**src/sv/dmbs_pkg.sv**
```systemverilog
// Shared types and constants for the depth map bilinear sampler.
// Request, result, command and status structs, controller states.
// No dependencies.
`timescale 1ns / 1ps
`default_nettype none

package dmbs_pkg;

    localparam int MAX_ROWS    = 128;
    localparam int MAX_COLS    = 128;
    localparam int VALUE_BITS  = 16;
    localparam int FRAC_BITS   = 8;
    localparam int ROW_BITS    = $clog2(MAX_ROWS);
    localparam int COL_BITS    = $clog2(MAX_COLS);
    localparam int ADDR_BITS   = ROW_BITS + COL_BITS;
    localparam int DEPTH       = MAX_ROWS * MAX_COLS;
    localparam int CFG_BITS    = 8;
    localparam int KIND_BITS   = 2;
    localparam int WEIGHT_BITS = 2 * FRAC_BITS + 1;
    localparam int ACC_BITS    = VALUE_BITS + 2 * FRAC_BITS;
    localparam int STEP_BITS   = 2;

    localparam logic [KIND_BITS-1:0] KIND_WR_DEPTH = 2'd0;
    localparam logic [KIND_BITS-1:0] KIND_WR_CONF  = 2'd1;
    localparam logic [KIND_BITS-1:0] KIND_SAMPLE   = 2'd2;

    localparam logic CFG_ROWS = 1'b0;
    localparam logic CFG_COLS = 1'b1;

    localparam logic [STEP_BITS-1:0] STEP_LAST  = 2'd3;
    localparam logic [STEP_BITS-1:0] DRAIN_LAST = 2'd1;

    typedef struct packed {
        logic [KIND_BITS-1:0]  kind;
        logic [ROW_BITS-1:0]   row_index;
        logic [COL_BITS-1:0]   col_index;
        logic [FRAC_BITS-1:0]  row_fraction;
        logic [FRAC_BITS-1:0]  col_fraction;
        logic [VALUE_BITS-1:0] write_value;
    } dmbs_request_t;

    typedef struct packed {
        logic [VALUE_BITS-1:0] depth_sample;
        logic [VALUE_BITS-1:0] confidence_sample;
        logic                  out_of_range;
    } dmbs_result_t;

    typedef struct packed {
        logic                 load;
        logic                 write;
        logic                 clear;
        logic                 issue;
        logic [STEP_BITS-1:0] step;
        logic                 finish;
    } dmbs_cmd_t;

    typedef struct packed {
        logic [KIND_BITS-1:0] kind;
        logic                 out_of_range;
    } dmbs_status_t;

    typedef enum logic [2:0] {
        ST_IDLE,
        ST_CHECK,
        ST_ISSUE,
        ST_DRAIN,
        ST_RESULT
    } dmbs_state_t;

endpackage

`default_nettype wire

```
**src/sv/dmbs_ctrl.sv**
```systemverilog
// Controller state machine of the depth map bilinear sampler.
// Sequences request capture, map writes, neighbor reads and result strobe.
// Depends on dmbs_pkg.
`timescale 1ns / 1ps
`default_nettype none

module dmbs_ctrl
    import dmbs_pkg::*;
(
    input  wire logic         clk,
    input  wire logic         rst_n,
    input  wire logic         start,
    input  wire dmbs_status_t status,
    output dmbs_cmd_t         cmd,
    output logic              busy
);

    dmbs_state_t          state_reg, state_next;
    logic [STEP_BITS-1:0] step_reg, step_next;

    always_ff @(posedge clk or negedge rst_n)
    begin
        if (!rst_n)
        begin
            state_reg <= ST_IDLE;
            step_reg  <= '0;
        end
        else
        begin
            state_reg <= state_next;
            step_reg  <= step_next;
        end
    end

    always_comb
    begin
        state_next = state_reg;
        step_next  = step_reg;
        cmd        = '0;
        cmd.step   = step_reg;
        busy       = (state_reg != ST_IDLE);
        unique case (state_reg)
            ST_IDLE:
            begin
                if (start)
                begin
                    cmd.load   = 1'b1;
                    state_next = ST_CHECK;
                end
            end
            ST_CHECK:
            begin
                step_next = '0;
                if (status.kind == KIND_WR_DEPTH || status.kind == KIND_WR_CONF)
                begin
                    cmd.write  = 1'b1;
                    state_next = ST_IDLE;
                end
                else if (status.kind == KIND_SAMPLE)
                begin
                    cmd.clear  = 1'b1;
                    state_next = status.out_of_range ? ST_RESULT : ST_ISSUE;
                end
                else
                begin
                    state_next = ST_IDLE;
                end
            end
            ST_ISSUE:
            begin
                cmd.issue = 1'b1;
                step_next = step_reg + STEP_BITS'(1);
                if (step_reg == STEP_LAST)
                begin
                    step_next  = '0;
                    state_next = ST_DRAIN;
                end
            end
            ST_DRAIN:
            begin
                step_next = step_reg + STEP_BITS'(1);
                if (step_reg == DRAIN_LAST)
                begin
                    step_next  = '0;
                    state_next = ST_RESULT;
                end
            end
            ST_RESULT:
            begin
                cmd.finish = 1'b1;
                state_next = ST_IDLE;
            end
            default:
            begin
                state_next = ST_IDLE;
            end
        endcase
    end

endmodule

`default_nettype wire

```
**config.mk**
```make
export PLATFORM = sky130hd
export DESIGN_NAME = dmbs_ctrl
export DESIGN_NICKNAME = d
export VERILOG_FILES = /design/src/sv/dmbs_pkg.sv /design/src/sv/dmbs_ctrl.sv
export SDC_FILE = /design/constraint.sdc
export NUM_CORES = 1
export LEC_CHECK = 0
export BUFFER_PORTS_ARGS = -buffer_cell sky130_fd_sc_hd__buf_2
export CORE_AREA = 5 5 42 44
export DETAILED_ROUTE_END_ITERATION = 16
export DIE_AREA = 0 0 47 49
export GPL_TIMING_DRIVEN = 0
export PLACE_DENSITY_LB_ADDON = 0.05
export SYNTH_ARGS = -nofsm -noshare
export SYNTH_HDL_FRONTEND = slang
export SYNTH_SLANG_ARGS = --single-unit
export TNS_END_PERCENT = 100
```
**constraint.sdc**
```tcl
create_clock -name clk -period 1.4 [get_ports clk]
set_input_delay 0.28 -clock clk [delete_from_list [all_inputs] [get_ports clk]]
set_output_delay 0.28 -clock clk [all_outputs]
set_load 0.03 [all_outputs]
```
==> results.sh <==
export IMPL_min_from="status[0]"
export IMPL_yosys_top_cells_area="dfrtp_1 (36%), ha_1 (11%), nor2_1 (8.5%)"
export IMPL_cts_buffers=3
export IMPL_die_w_um=47
export IMPL_max_slew_margin_rel=0.832
export IMPL_grt_overflow=0
export IMPL_hold_slack_ps=260
export IMPL_cts_root_buf="clkbuf_4"
export IMPL_ys_seq_area_frac=0.356
export IMPL_core_area_um2=1400
export IMPL_slew_violations=0
export IMPL_syn2layout_area_growth_pct=76.2
export IMPL_netlist_area_leader_share=0.356
export IMPL_hold_path_class="in -> reg"
export IMPL_antenna_left=0
export IMPL_vias_per_cell=4.56
export IMPL_antenna_found_initial=0
export IMPL_wl_per_cell_um=11.7
export IMPL_irDropWorstVdd_mv=0.888
export IMPL_critPathMaxFanout=4
export IMPL_yosys_register_bits=5
export IMPL_largest_reg_flops=3
export IMPL_nets=78
export IMPL_antennaDiodeCount=0
export IMPL_drt_first_pass_iters=4
export IMPL_io_buffers=13
export IMPL_max_freq_mhz=628
export IMPL_clkLatencyLatePin_ps=240
export IMPL_grt_pass1_wl_um=1590
export IMPL_failed_checks="setup timing"
export IMPL_drc=0
export IMPL_place_gp_congestion=0.765
export IMPL_yosysTopAreaCell="dfrtp_1"
export IMPL_layout_min_cycle_time_ps=1590
export IMPL_clkTransAtPathRegs_ps=40
export IMPL_place_hpwl_um=655
export IMPL_endpoint_kind="output pin"
export IMPL_syn_avg_cell_area_um2=8.79
export IMPL_grtUsageTotal=0.0989
export IMPL_vias=383
export IMPL_syn_inst=40
export IMPL_grt_pass1_vias=379
export IMPL_finalCritPeriodShare=1.14
export IMPL_tritoncts="yes"
export IMPL_power_per_cell_area_nw_per_um2=2300
export IMPL_outcome="finished with violations"
export IMPL_fin_skew_ps=2.31
export IMPL_nFillCells=151
export IMPL_leakage_uw=0.000299
export IMPL_io_pins=14
export IMPL_htree_levels=1
export IMPL_rows=14
export IMPL_rsz0062_at_grt="true"
export IMPL_synth_distinct_cells=18
export IMPL_critPathLaunchType="flop"
export IMPL_mostFrequentLayoutCell="buf_4"
export IMPL_grt_max_degree=8
export IMPL_r2r_start="state_reg[2]"
export IMPL_drv_cap=0
export IMPL_clock_sinks=5
export IMPL_cts_path_max_buffers=2
export IMPL_worst_ep_arrival_time_ps=1310
export IMPL_drtIter0Drc=6
export IMPL_die_h_um=49
export IMPL_dieArea_um2=2300
export IMPL_worst_slack_ps=-193
export IMPL_initial_core_util=0.251
export IMPL_power_uw=1430
export IMPL_yosysWarnings=0
export IMPL_setup_viol=6
export IMPL_drive_gt1_frac=0.559
export IMPL_worst_pin_slew_ps=253
export IMPL_startpoint="state_reg[2]"
export IMPL_final_cell_mix="buf_4 (11), buf_2 (7), buf_6 (6), nor2_1 (5), inv_1 (4)"
export IMPL_synth_area_um2=352
export IMPL_totalWireLength_um=983
export IMPL_cp_required_ps=1120
export IMPL_path_class="reg -> out"
export IMPL_syn_nets=49
export IMPL_hold_violations=0
[worst max-delay path: stages (launching register included)]
cell and delay, ps:
dfrtp_2 420, or3_4 430, nor2_4 90, buf_6 130
[Yosys cell counts]
| cell | n |
|---|---|
| buf_6 | 1 |
| nor2b_1 | 1 |
| nor2_1 | 8 |
| nor3_1 | 1 |
| or3b_4 | 1 |
| or3_4 | 1 |
| and4bb_2 | 1 |
| nand2b_1 | 2 |
| nand2_1 | 2 |
| o21ai_0 | 3 |
| a21oi_1 | 3 |
| and2_1 | 1 |
| ha_1 | 3 |
| o32ai_2 | 1 |
| o22ai_1 | 1 |
| o31ai_1 | 1 |
| inv_1 | 4 |
| dfrtp_1 | 5 |
[area by class of cell]
type | count | area (um^2) | area share
well taps | 16 | 20.0 | 0.0323
multi-input cells | 30 | 235 | 0.380
plain buffers | 1 | 11.3 | 0.0182
inverters | 4 | 15.0 | 0.0242
repair buffers | 24 | 184 | 0.297
clock buffers | 4 | 26.3 | 0.0424
flip-flops and latches | 5 | 128 | 0.206
[report_power, final]
group	switching, uW	internal, uW
clock	59.6	108
combinational	527	461
sequential	62.1	207
[per-layer routing]
metal | share of wire | vias up | track usage | wire, um
met5 | 0 | - | 0 | 0
met4 | 0.039 | 0 | 0.106 | 38
met3 | 0.056 | 4 | 0.0221 | 55
met2 | 0.49 | 14 | 0.131 | 479
met1 | 0.42 | 172 | 0.118 | 411
li1 | - | 193 | - | -
[stage by stage]
| stage | util | instance area (um^2) | cells | setup slack (ps) | setup TNS (ps) |
|---|---|---|---|---|---|
| after floorplan | - | 362 | 40 | -50.0 | -50.0 |
| after global placement | 0.319 | 447 | 69 | -12.7 | -16.2 |
| after detailed placement | 0.319 | 447 | 69 | -15.6 | -25.1 |
| after CTS | 0.410 | 574 | 81 | -201 | -873 |
| after global routing | 0.442 | 619 | 84 | -246 | -1080 |
| final | 0.442 | 619 | 84 | -193 | -763 |
[final timing paths]
kind                       cells past startpoint            to  slack (ps)
setup / recovery                               3        cmd[6]        -190
hold / removal                                 2  state_reg[1]         260
setup reg to reg                               5   step_reg[0]         120
hold reg to reg                                1   step_reg[0]         580
max in group asynchronous                      2  state_reg[2]         860
min in group asynchronous                      2   step_reg[1]         390
[cells by family (layout without fill, tap and decap cells)]
family                     Yosys count  in the layout  share of synthesized area
AOI/OAI and AO/OA                    9              9                      0.171
adders and majority gates            3              3                      0.107
DFF                                  5              5                      0.356
buffers and inverters                5             33                     0.0747
and+or+nand+nor                     18             18                      0.292
[timing repair]
item,4_1_cts,5_1_grt
pin swaps,1,1
setup endpoints to repair,6,6
buffers inserted,7,3
hold buffers,1,0
resized for setup,12,7
hold endpoints to repair,5,0
No activity file was read; power rests on OpenSTA's default activity.
